[src/design/alm_pkg.sv]
// Shared types and codes for the array linked list manager.
// Holds request/status codes, the sequencer state type and field widths.
// No dependencies.
package alm_pkg;

    localparam int REQ_W  = 3;
    localparam int VAL_W  = 64;
    localparam int SLOT_W = 4;
    localparam int POS_W  = 4;
    localparam int ST_W   = 2;

    typedef enum logic [REQ_W-1:0] {
        REQ_INS_AFTER = 3'd0,
        REQ_INS_TAIL  = 3'd1,
        REQ_EXT_SLOT  = 3'd2,
        REQ_EXT_HEAD  = 3'd3,
        REQ_EXT_TAIL  = 3'd4,
        REQ_LOCATE    = 3'd5
    } t_req;

    typedef enum logic [ST_W-1:0] {
        ST_OK    = 2'd0,
        ST_FULL  = 2'd1,
        ST_EMPTY = 2'd2,
        ST_BAD   = 2'd3
    } t_status;

    typedef enum logic [3:0] {
        S_IDLE,
        S_DEC,
        S_INS_F,
        S_INS_A,
        S_INS_N,
        S_INS_W,
        S_EXT_N,
        S_EXT_P,
        S_EXT_Q,
        S_LOC,
        S_LOC_NXT,
        S_LOC_VAL,
        S_FIN
    } t_state;

endpackage

[src/design/alm_req_if.sv]
// Request channel of the list manager: valid/ready plus request payload.
// Depends on alm_pkg for field widths.
interface alm_req_if import alm_pkg::*; ();
    logic              valid;
    logic              ready;
    logic [REQ_W-1:0]  req_type;
    logic [VAL_W-1:0]  data_value;
    logic [SLOT_W-1:0] slot;
    logic [POS_W-1:0]  position;

    modport source (output valid, req_type, data_value, slot, position, input ready);
    modport sink   (input valid, req_type, data_value, slot, position, output ready);
endinterface

[src/design/alm_rsp_if.sv]
// Response channel of the list manager: valid/ready plus result payload.
// Depends on alm_pkg for field widths.
interface alm_rsp_if import alm_pkg::*; ();
    logic              valid;
    logic              ready;
    logic [VAL_W-1:0]  out_value;
    logic [SLOT_W-1:0] out_slot;
    logic [ST_W-1:0]   status;

    modport source (output valid, out_value, out_slot, status, input ready);
    modport sink   (input valid, out_value, out_slot, status, output ready);
endinterface

[src/design/array_linked_list_manager.sv]
// Channel  Dir  Payload                              Handshake
// i_req    in   req_type, data_value, slot, position valid/ready
// o_rsp    out  out_value, out_slot, status          valid/ready
//
// One request at a time; ready is high only while the sequencer is idle.
// The single read port of the link memory paces every request: each link touched
// is read, patched and written back one step at a time. Reset (synchronous,
// active low) takes effect at the next clock edge; untouched slots read as the
// initial free chain through a high-water mark, so no clearing pass runs.
// A result waiting in the output register holds the sequencer in its final state.
module array_linked_list_manager import alm_pkg::*; #(
    parameter int NODE_SLOTS = 16,
    parameter int DATA_BITS  = 64
) (
    input  logic      i_clk,
    input  logic      i_rst_n,
    alm_req_if.sink   i_req,
    alm_rsp_if.source o_rsp
);
    localparam int SW   = $clog2(NODE_SLOTS);
    localparam int LW   = 2 * SW;
    localparam int CW   = $clog2(NODE_SLOTS);
    localparam int HW   = $clog2(NODE_SLOTS + 1);
    localparam int IU   = (NODE_SLOTS < 16) ? NODE_SLOTS : 16;
    localparam int IUW  = $clog2(IU);

    t_state r_state, n_state;

    // request
    logic [REQ_W-1:0]     r_type;
    logic [DATA_BITS-1:0] r_data;
    logic [SLOT_W-1:0]    r_slot;
    logic [POS_W-1:0]     r_pos;

    // list state
    logic [SW-1:0] r_head, r_tail, r_free;
    logic [CW-1:0] r_count;
    logic [HW-1:0] r_hwm;
    logic [IU-1:0] r_iu;

    // working registers
    logic [SW-1:0]    r_a, r_n, r_pr, r_nfree, r_ptr;
    logic             r_fresh;
    logic [POS_W-1:0] r_steps;
    logic [VAL_W-1:0] r_res_value;
    logic [SLOT_W-1:0] r_res_slot;
    t_status          r_res_status;

    // output register
    logic              r_o_valid;
    logic [VAL_W-1:0]  r_o_value;
    logic [SLOT_W-1:0] r_o_slot;
    t_status           r_o_status;

    // memory ports
    logic                 lk_we, lk_re;
    logic [SW-1:0]        lk_wa, lk_ra;
    logic [LW-1:0]        lk_wd, lk_rd;
    logic                 vm_we, vm_re;
    logic [SW-1:0]        vm_wa, vm_ra;
    logic [DATA_BITS-1:0] vm_wd, vm_rd;

    logic [SW-1:0] lk_next, lk_prev;
    logic [SW-1:0] ins_anchor, ext_p, ins_n;
    logic          slot_ok, ins_fresh, out_free, req_acc;
    t_status       dec_status;

    alm_ram #(.WIDTH(LW), .DEPTH(NODE_SLOTS)) u_link_ram (
        .i_clk     (i_clk),
        .i_wr_en   (lk_we),
        .i_wr_addr (lk_wa),
        .i_wr_data (lk_wd),
        .i_rd_en   (lk_re),
        .i_rd_addr (lk_ra),
        .o_rd_data (lk_rd)
    );

    alm_ram #(.WIDTH(DATA_BITS), .DEPTH(NODE_SLOTS)) u_value_ram (
        .i_clk     (i_clk),
        .i_wr_en   (vm_we),
        .i_wr_addr (vm_wa),
        .i_wr_data (vm_wd),
        .i_rd_en   (vm_re),
        .i_rd_addr (vm_ra),
        .o_rd_data (vm_rd)
    );

    assign lk_next = lk_rd[SW-1:0];
    assign lk_prev = lk_rd[LW-1:SW];

    assign req_acc  = i_req.valid && i_req.ready;
    assign out_free = !r_o_valid || o_rsp.ready;

    // hold off requests while reset is applied
    assign i_req.ready     = i_rst_n && (r_state == S_IDLE);
    assign o_rsp.valid     = r_o_valid;
    assign o_rsp.out_value = r_o_value;
    assign o_rsp.out_slot  = r_o_slot;
    assign o_rsp.status    = r_o_status;

    // Request checks, all from registered state.
    assign slot_ok    = (int'(r_slot) < NODE_SLOTS) && r_iu[r_slot[IUW-1:0]];
    assign ins_anchor = (t_req'(r_type) == REQ_INS_TAIL) ? r_tail : SW'(r_slot);
    assign ins_fresh  = int'(r_free) >= int'(r_hwm);
    assign ins_n      = (r_a != '0) ? lk_next : r_head;

    always_comb begin
        ext_p = SW'(r_slot);
        if (t_req'(r_type) == REQ_EXT_HEAD) begin
            ext_p = r_head;
        end else if (t_req'(r_type) == REQ_EXT_TAIL) begin
            ext_p = r_tail;
        end
    end

    always_comb begin
        dec_status = ST_OK;
        unique case (t_req'(r_type))
            REQ_INS_AFTER, REQ_INS_TAIL: begin
                if (r_free == '0) begin
                    dec_status = ST_FULL;
                end else if (t_req'(r_type) == REQ_INS_AFTER && r_slot != '0 && !slot_ok) begin
                    dec_status = ST_BAD;
                end
            end
            REQ_EXT_SLOT, REQ_EXT_HEAD, REQ_EXT_TAIL: begin
                if (r_count == '0) begin
                    dec_status = ST_EMPTY;
                end else if (t_req'(r_type) == REQ_EXT_SLOT && (r_slot == '0 || !slot_ok)) begin
                    dec_status = ST_BAD;
                end
            end
            REQ_LOCATE: begin
                if (r_count == '0) begin
                    dec_status = ST_EMPTY;
                end else if (r_pos == '0 || int'(r_pos) > int'(r_count)) begin
                    dec_status = ST_BAD;
                end
            end
            default: dec_status = ST_BAD;
        endcase
    end

    // Sequencer: next state and memory commands.
    always_comb begin
        n_state = r_state;
        lk_we   = 1'b0;
        lk_wa   = r_a;
        lk_wd   = '0;
        lk_re   = 1'b0;
        lk_ra   = r_a;
        vm_we   = 1'b0;
        vm_wa   = r_free;
        vm_wd   = r_data;
        vm_re   = 1'b0;
        vm_ra   = r_a;
        unique case (r_state)
            S_IDLE: begin
                if (req_acc) begin
                    n_state = S_DEC;
                end
            end
            S_DEC: begin
                if (dec_status != ST_OK) begin
                    n_state = S_FIN;
                end else begin
                    unique case (t_req'(r_type))
                        REQ_INS_AFTER, REQ_INS_TAIL: begin
                            lk_re   = 1'b1;
                            lk_ra   = r_free;
                            vm_we   = 1'b1;
                            n_state = S_INS_F;
                        end
                        REQ_EXT_SLOT, REQ_EXT_HEAD, REQ_EXT_TAIL: begin
                            lk_re   = 1'b1;
                            lk_ra   = ext_p;
                            vm_re   = 1'b1;
                            vm_ra   = ext_p;
                            n_state = S_EXT_N;
                        end
                        default: n_state = S_LOC;
                    endcase
                end
            end
            S_INS_F: begin
                if (r_a != '0) begin
                    lk_re = 1'b1;
                    lk_ra = r_a;
                end
                n_state = S_INS_A;
            end
            S_INS_A: begin
                // point the anchor at the new slot, fetch the old successor
                if (r_a != '0) begin
                    lk_we = 1'b1;
                    lk_wa = r_a;
                    lk_wd = {lk_prev, r_free};
                end
                if (ins_n != '0) begin
                    lk_re = 1'b1;
                    lk_ra = ins_n;
                end
                n_state = S_INS_N;
            end
            S_INS_N: begin
                if (r_n != '0) begin
                    lk_we = 1'b1;
                    lk_wa = r_n;
                    lk_wd = {r_free, lk_next};
                end
                n_state = S_INS_W;
            end
            S_INS_W: begin
                lk_we   = 1'b1;
                lk_wa   = r_free;
                lk_wd   = {r_a, r_n};
                n_state = S_FIN;
            end
            S_EXT_N: begin
                // push the removed slot onto the free chain, fetch its successor
                lk_we = 1'b1;
                lk_wa = r_a;
                lk_wd = {{SW{1'b0}}, r_free};
                if (lk_next != '0) begin
                    lk_re = 1'b1;
                    lk_ra = lk_next;
                end
                n_state = S_EXT_P;
            end
            S_EXT_P: begin
                if (r_n != '0) begin
                    lk_we = 1'b1;
                    lk_wa = r_n;
                    lk_wd = {r_pr, lk_next};
                end
                if (r_pr != '0) begin
                    lk_re = 1'b1;
                    lk_ra = r_pr;
                end
                n_state = S_EXT_Q;
            end
            S_EXT_Q: begin
                if (r_pr != '0) begin
                    lk_we = 1'b1;
                    lk_wa = r_pr;
                    lk_wd = {lk_prev, r_n};
                end
                n_state = S_FIN;
            end
            S_LOC: begin
                if (r_steps == '0) begin
                    vm_re   = 1'b1;
                    vm_ra   = r_ptr;
                    n_state = S_LOC_VAL;
                end else begin
                    lk_re   = 1'b1;
                    lk_ra   = r_ptr;
                    n_state = S_LOC_NXT;
                end
            end
            S_LOC_NXT: begin
                // chase one link per cycle straight from the read data
                if (r_steps == POS_W'(1)) begin
                    vm_re   = 1'b1;
                    vm_ra   = lk_next;
                    n_state = S_LOC_VAL;
                end else begin
                    lk_re = 1'b1;
                    lk_ra = lk_next;
                end
            end
            S_LOC_VAL: n_state = S_FIN;
            S_FIN: begin
                if (out_free) begin
                    n_state = S_IDLE;
                end
            end
            default: n_state = S_IDLE;
        endcase
    end

    always_ff @(posedge i_clk) begin
        if (!i_rst_n) begin
            r_state <= S_IDLE;
        end else begin
            r_state <= n_state;
        end
    end

    // List bookkeeping and output valid.
    always_ff @(posedge i_clk) begin
        if (!i_rst_n) begin
            r_head    <= '0;
            r_tail    <= '0;
            r_free    <= SW'(1);
            r_count   <= '0;
            r_hwm     <= HW'(1);
            r_iu      <= '0;
            r_o_valid <= 1'b0;
        end else begin
            unique case (r_state)
                S_INS_W: begin
                    if (r_n == '0) begin
                        r_tail <= r_free;
                    end
                    if (r_a == '0) begin
                        r_head <= r_free;
                    end
                    r_free  <= r_nfree;
                    r_count <= r_count + CW'(1);
                    if (int'(r_free) < IU) begin
                        r_iu[r_free[IUW-1:0]] <= 1'b1;
                    end
                    if (r_fresh) begin
                        r_hwm <= HW'(int'(r_free) + 1);
                    end
                end
                S_EXT_Q: begin
                    if (r_n == '0) begin
                        r_tail <= r_pr;
                    end
                    if (r_pr == '0) begin
                        r_head <= r_n;
                    end
                    r_free  <= r_a;
                    r_count <= r_count - CW'(1);
                    if (int'(r_a) < IU) begin
                        r_iu[r_a[IUW-1:0]] <= 1'b0;
                    end
                end
                default: ;
            endcase
            if (r_state == S_FIN && out_free) begin
                r_o_valid <= 1'b1;
            end else if (o_rsp.ready) begin
                r_o_valid <= 1'b0;
            end
        end
    end

    // Payload and working registers.
    always_ff @(posedge i_clk) begin
        unique case (r_state)
            S_IDLE: begin
                if (req_acc) begin
                    r_type <= i_req.req_type;
                    r_data <= i_req.data_value[DATA_BITS-1:0];
                    r_slot <= i_req.slot;
                    r_pos  <= i_req.position;
                end
            end
            S_DEC: begin
                r_res_status <= dec_status;
                r_res_value  <= '0;
                r_res_slot   <= '0;
                r_a          <= (t_req'(r_type) == REQ_INS_AFTER ||
                                 t_req'(r_type) == REQ_INS_TAIL) ? ins_anchor : ext_p;
                r_ptr        <= r_head;
                r_steps      <= r_pos - POS_W'(1);
            end
            S_INS_F: begin
                // a never-used slot still chains to its neighbor
                r_fresh <= ins_fresh;
                if (ins_fresh) begin
                    r_nfree <= (int'(r_free) == NODE_SLOTS - 1) ? '0
                                                                : SW'(int'(r_free) + 1);
                end else begin
                    r_nfree <= lk_next;
                end
            end
            S_INS_A: r_n <= ins_n;
            S_INS_W: r_res_slot <= SLOT_W'(r_free);
            S_EXT_N: begin
                r_n         <= lk_next;
                r_pr        <= lk_prev;
                r_res_value <= VAL_W'(vm_rd);
            end
            S_EXT_Q: r_res_slot <= SLOT_W'(r_a);
            S_LOC_NXT: begin
                r_ptr   <= lk_next;
                r_steps <= r_steps - POS_W'(1);
            end
            S_LOC_VAL: begin
                r_res_value <= VAL_W'(vm_rd);
                r_res_slot  <= SLOT_W'(r_ptr);
            end
            S_FIN: begin
                if (out_free) begin
                    r_o_value  <= r_res_value;
                    r_o_slot   <= r_res_slot;
                    r_o_status <= r_res_status;
                end
            end
            default: ;
        endcase
    end

    a_free_full: assert property (@(posedge i_clk) disable iff (!i_rst_n)
        (r_free == '0) == (int'(r_count) == NODE_SLOTS - 1))
        else $error("free chain empty does not match full count");

    a_ends_empty: assert property (@(posedge i_clk) disable iff (!i_rst_n)
        ((r_head == '0) == (r_count == '0)) && ((r_tail == '0) == (r_count == '0)))
        else $error("head or tail disagrees with element count");

    a_iu_count: assert property (@(posedge i_clk) disable iff (!i_rst_n)
        $countones(r_iu) <= int'(r_count))
        else $error("more in-use flags than elements");

    a_one_result: assert property (@(posedge i_clk) disable iff (!i_rst_n)
        (r_state == S_FIN && out_free) |=> (r_o_valid && r_state == S_IDLE))
        else $error("result not delivered exactly once");

endmodule

[src/design/alm_ram.sv]
// Generic single-write, single-read RAM with registered read data.
// Read data holds while no read is issued; reads return old data on collision.
module alm_ram #(
    parameter int WIDTH = 8,
    parameter int DEPTH = 16
) (
    input  logic                     i_clk,
    input  logic                     i_wr_en,
    input  logic [$clog2(DEPTH)-1:0] i_wr_addr,
    input  logic [WIDTH-1:0]         i_wr_data,
    input  logic                     i_rd_en,
    input  logic [$clog2(DEPTH)-1:0] i_rd_addr,
    output logic [WIDTH-1:0]         o_rd_data
);
    logic [WIDTH-1:0] r_mem [DEPTH];
    logic [WIDTH-1:0] r_rd_data;

    always_ff @(posedge i_clk) begin
        if (i_wr_en) begin
            r_mem[i_wr_addr] <= i_wr_data;
        end
        if (i_rd_en) begin
            r_rd_data <= r_mem[i_rd_addr];
        end
    end

    assign o_rd_data = r_rd_data;
endmodule
[src/flat_wrapper.sv]
// flat-port wrapper written by rule: the top's interface ports become plain ports
module array_linked_list_manager_flat import alm_pkg::*;
#(
    parameter int NODE_SLOTS = 16,
    parameter int DATA_BITS  = 64
)
  (i_clk, i_rst_n, i_req_valid, i_req_req_type, i_req_data_value, i_req_slot, i_req_position, i_req_ready, o_rsp_valid, o_rsp_out_value, o_rsp_out_slot, o_rsp_status, o_rsp_ready);
  alm_req_if i_req_i ();
  alm_rsp_if o_rsp_i ();
  input  logic i_clk;
  input  logic i_rst_n;
  input wire logic [$bits(i_req_i.valid)-1:0] i_req_valid;
  input wire logic [$bits(i_req_i.req_type)-1:0] i_req_req_type;
  input wire logic [$bits(i_req_i.data_value)-1:0] i_req_data_value;
  input wire logic [$bits(i_req_i.slot)-1:0] i_req_slot;
  input wire logic [$bits(i_req_i.position)-1:0] i_req_position;
  output wire logic [$bits(i_req_i.ready)-1:0] i_req_ready;
  output wire logic [$bits(o_rsp_i.valid)-1:0] o_rsp_valid;
  output wire logic [$bits(o_rsp_i.out_value)-1:0] o_rsp_out_value;
  output wire logic [$bits(o_rsp_i.out_slot)-1:0] o_rsp_out_slot;
  output wire logic [$bits(o_rsp_i.status)-1:0] o_rsp_status;
  input wire logic [$bits(o_rsp_i.ready)-1:0] o_rsp_ready;
  assign i_req_i.valid = i_req_valid;
  assign i_req_i.req_type = i_req_req_type;
  assign i_req_i.data_value = i_req_data_value;
  assign i_req_i.slot = i_req_slot;
  assign i_req_i.position = i_req_position;
  assign i_req_ready = i_req_i.ready;
  assign o_rsp_valid = o_rsp_i.valid;
  assign o_rsp_out_value = o_rsp_i.out_value;
  assign o_rsp_out_slot = o_rsp_i.out_slot;
  assign o_rsp_status = o_rsp_i.status;
  assign o_rsp_i.ready = o_rsp_ready;
  array_linked_list_manager #(.NODE_SLOTS(NODE_SLOTS), .DATA_BITS(DATA_BITS)) u_core (.i_clk(i_clk), .i_rst_n(i_rst_n), .i_req(i_req_i), .o_rsp(o_rsp_i));
endmodule
[config.mk]
export PLATFORM = sky130hd
export DESIGN_NAME = array_linked_list_manager_flat
export DESIGN_NICKNAME = d
export VERILOG_FILES = /design/src/design/alm_pkg.sv /design/src/design/alm_req_if.sv /design/src/design/alm_rsp_if.sv /design/src/design/array_linked_list_manager.sv /design/src/design/alm_ram.sv /design/src/flat_wrapper.sv
export SDC_FILE = /design/constraint.sdc
export NUM_CORES = 2
export LEC_CHECK = 0
export ABC_AREA = 1
export BUFFER_PORTS_ARGS = -buffer_cell sky130_fd_sc_hd__buf_2
export CAP_MARGIN = 20
export CORE_MARGIN = 2
export CORE_UTILIZATION = 60
export CTS_CLUSTER_SIZE = 40
export DETAILED_ROUTE_END_ITERATION = 8
export HOLD_SLACK_MARGIN = 0.03
export PLACE_DENSITY_LB_ADDON = 0.05
export SETUP_SLACK_MARGIN = 0.4
export SYNTH_ARGS = -nofsm -noshare
export SYNTH_HDL_FRONTEND = slang
export SYNTH_SLANG_ARGS = --single-unit
[constraint.sdc]
create_clock -name i_clk -period 19.3 [get_ports i_clk]
set_input_delay 3.86 -clock i_clk [delete_from_list [all_inputs] [get_ports i_clk]]
set_output_delay 3.86 -clock i_clk [all_outputs]
set_load 0.1 [all_outputs]
==> impl_metrics.tcl <==
set metrics [dict create \
    status "finished, final reports clean" \
    yosys-top-cells-count "edfxtp_1 (1,464), nand3_1 (1,304), nand2_1 (1,122)" \
    critical_path_class "input port to primary output" \
    cp.arrival_ns 5.78 \
    cp-start-kind "input port" \
    grt.met1_usage_pct 40.07 \
    leakagePower_nw 28.38 \
    combPwrFrac_pct 34.1 \
    grt_pass1_wl_um 234400 \
    cts_setup_buffers 0 \
    hold_viol_final 0 \
    cap_violations 0 \
    ys_types 54 \
    clockPowerShare_pct 27.2 \
    dp_hpwl_um 79510 \
    die_area_um2 109600 \
    yosysSeqAreaShare_pct 69.82 \
    hold_path.startpoint "u_core.r_res_status[0]" \
    grt_max_degree 238 \
    min_period_ns 9.640 \
    coreArea_um2 105700 \
    antenna_left 0 \
    cp_max_fo 25 \
    stdcell_area_um2 70880 \
    fin_setup_tns_ns 0 \
    io_pins 151 \
    swShare_pct 37.58 \
    timing.slew.headroom_pct 22.93 \
    firstDrtPassIters 6 \
    fillerInstances 7928 \
    critical_path.cell_chain "buf_2 > clkinv_1 > nor2_1 > buf_2" \
    clock_skew_ns 0.02583 \
    drc 0 \
    cts_resized 0 \
    syn_inst 5737 \
    gp_congestion 0.9139 \
    tightestPinTransition_ns 1.156 \
    synth_ff_type "edfxtp_1" \
    yosys.area.top_type "edfxtp_1" \
    switchingPower_w 0.003913 \
    htree_levels 4 \
    syn_to_final_growth_pct 10.46 \
    cts_num_sinks 1506 \
    insertion_delay_ns 0.76 \
    cts_hold_buf 0 \
    hold_path_class "register to register" \
    p_int_w 0.006501 \
    nNetsFinal 5959 \
    power_density_nw_per_um2 146.9 \
    multi_input_area_um2 14910 \
    crit_start "i_rst_n" \
    power_frac_seq_pct 38.7 \
    timing.fmax_ghz 0.1037 \
    grt_busiest_layer "met2" \
    numCtsBuffers 152 \
    setup_viol 0 \
    wl_per_cell_um 21.30 \
    drive_gt1_share_pct 8.155 \
    ir_drop_mv 0.2628 \
    place_area_um2 66080 \
    drt-total-wl_um 157100 \
    netlist.area_leader.share_pct 68.51 \
    clkTransAtPathRegs_ns 0.06 \
    rows 119 \
    slowest_delay_ns 0.80 \
    num_vias 42260 \
    drv_slew 0 \
    rsz0062_at_grt "false" \
    cts_buffer_depth 3 \
    cp.required_ns 15.44 \
    gr-usage-met3_pct 4.443 \
    cts_root_buffer "clkbuf_16" \
    r2r-start "u_core.r_state[0]" \
    overflow 0 \
    synth_area_leaders "edfxtp_1 (69%), nand3_1 (10%), nand2_1 (6.6%)" \
    dieHeight_um 331.0 \
    yosysMostFrequentCell "edfxtp_1" \
    die_w_um 331.0 \
    fin_crit_sh_pct 49.95 \
    io_buffer_count 150 \
    yosysWarnings 0 \
    met2_usage_pct 46.51 \
    crit_slowest_cell "clkinv_1" \
    syn_area_per_cell_um2 11.19 \
    crit_path_frequent_cell "buf_2" \
    drt_iter0_markers 4558 \
    async_reset_ff_share_pct 0 \
    viasPerCell 5.729 \
    netlist_area_um2 64170 \
    first_global_vias 39570 \
    critPathCaptureType "primary output" \
    cts_tree "yes" \
    ys_ff_latch 1506 \
    synth_edf_count 1464 \
    initial_utilization_pct 60.70 \
    grt_usage_pct 28.69 \
    antenna_found_initial 1 \
    seq_area_um2 44800 \
]
cell type report:
| cell class | instances | share of cell area [%] |
|---|---|---|
| Antenna cell | 1 | 0.003530 |
| Inverter | 869 | 4.612 |
| Clock inverter | 81 | 0.9161 |
| Tap cell | 1391 | 2.455 |
| Sequential cell | 1506 | 63.21 |
| Clock buffer | 196 | 5.809 |
| Multi-Input combinational cell | 3105 | 21.04 |
| Timing Repair Buffer | 227 | 1.956 |
final timing paths:
| path | to | slack [ns] | cells past startpoint |
|---|---|---|---|
| min | u_core.o_rsp.status[0] | 0.41 | 0 |
| max | i_req_ready | 9.66 | 4 |
| max reg2reg | u_core.u_value_ram.o_rd_data[30] | 12.43 | 19 |
| min reg2reg | u_core.o_rsp.status[0] | 0.41 | 0 |
registers in the layout, indices dropped and copies added, names as in the netlist, 5 cells and up:
register,cells
u_core.o_rsp.out_value,64
u_core.r_data,64
u_core.r_hwm,5
u_core.r_iu,16
u_core.r_res_value,64
u_core.u_link_ram.o_rd_data,8
u_core.u_link_ram.r_mem,128
u_core.u_value_ram.o_rd_data,64
u_core.u_value_ram.r_mem,1024
metrics by stage:
stage | total power (W) | utilization, % | setup WS [ns] | instances | hold slack [ns]
CTS | 0.01044 | 67.02 | 9.699 | 7374 | 0.4125
floorplan | 0.006691 | - | 9.674 | 5800 | 0.4003
detailed placement | 0.007619 | 62.51 | 9.691 | 7097 | 0.4045
finish | 0.01041 | 67.05 | 9.660 | 7376 | 0.4131
global route | 0.01096 | 67.05 | 9.529 | 7375 | 0.4221
global placement | 0.007558 | 62.51 | 9.700 | 7097 | 0.4005
power groups by stage:
stage / sequential (W) / clock (W) / combinational [W]
final: 0.00403 / 0.00283 / 0.00355
after global routing: 0.00405 / 0.00299 / 0.00392
after CTS: 0.00403 / 0.00287 / 0.00354
after detailed placement: 0.00410 / 0 / 0.00352
after global placement: 0.00409 / 0 / 0.00347
after floorplan: 0.00407 / 0 / 0.00262
per-layer routing:
metal	wire length, um	vias to the layer above
met1	65720	20480
met2	74430	1761
met4	4461	0
met5	0	-
li1	-	19730
met3	12510	291
kinds of logic (layout without fill, tap and decap cells):
logic type / count (synthesis) / after routing / share of synthesized area [%]
simple gates: 2801 / 2801 / 20.02
mux: 2 / 2 / 0.03120
flops: 1506 / 1506 / 69.82
other cells: 1 / 65 / 0.005844
xor+xnor: 4 / 4 / 0.05460
compound gates: 215 / 215 / 2.059
buf+inv: 1189 / 1373 / 7.628
fa+ha+maj: 19 / 19 / 0.3822
placed cells by master (no fill, tap or decap), drive strengths merged, types with 4 or more instances in the layout:
cell / n
o21a: 4
edfxtp: 1464
nand3: 1304
o211ai: 8
dfxtp: 42
inv: 872
a31oi: 13
ha: 18
buf: 227
o22ai: 8
o21ai: 86
o2111ai: 4
a221oi: 10
clkbuf: 196
conb: 64
nor3: 19
nand2: 1128
nand3b: 165
a21oi: 47
o221ai: 6
bufinv: 9
clkinv: 67
nor4: 4
nor2: 174
a211oi: 17
critical path: cells and delay by family:
family / cells / cell delay (ns)
AND/OR/NAND/NOR: 1 / 0.33
buffers and inverters: 3 / 1.58
Power figures use the tool's default switching activity.
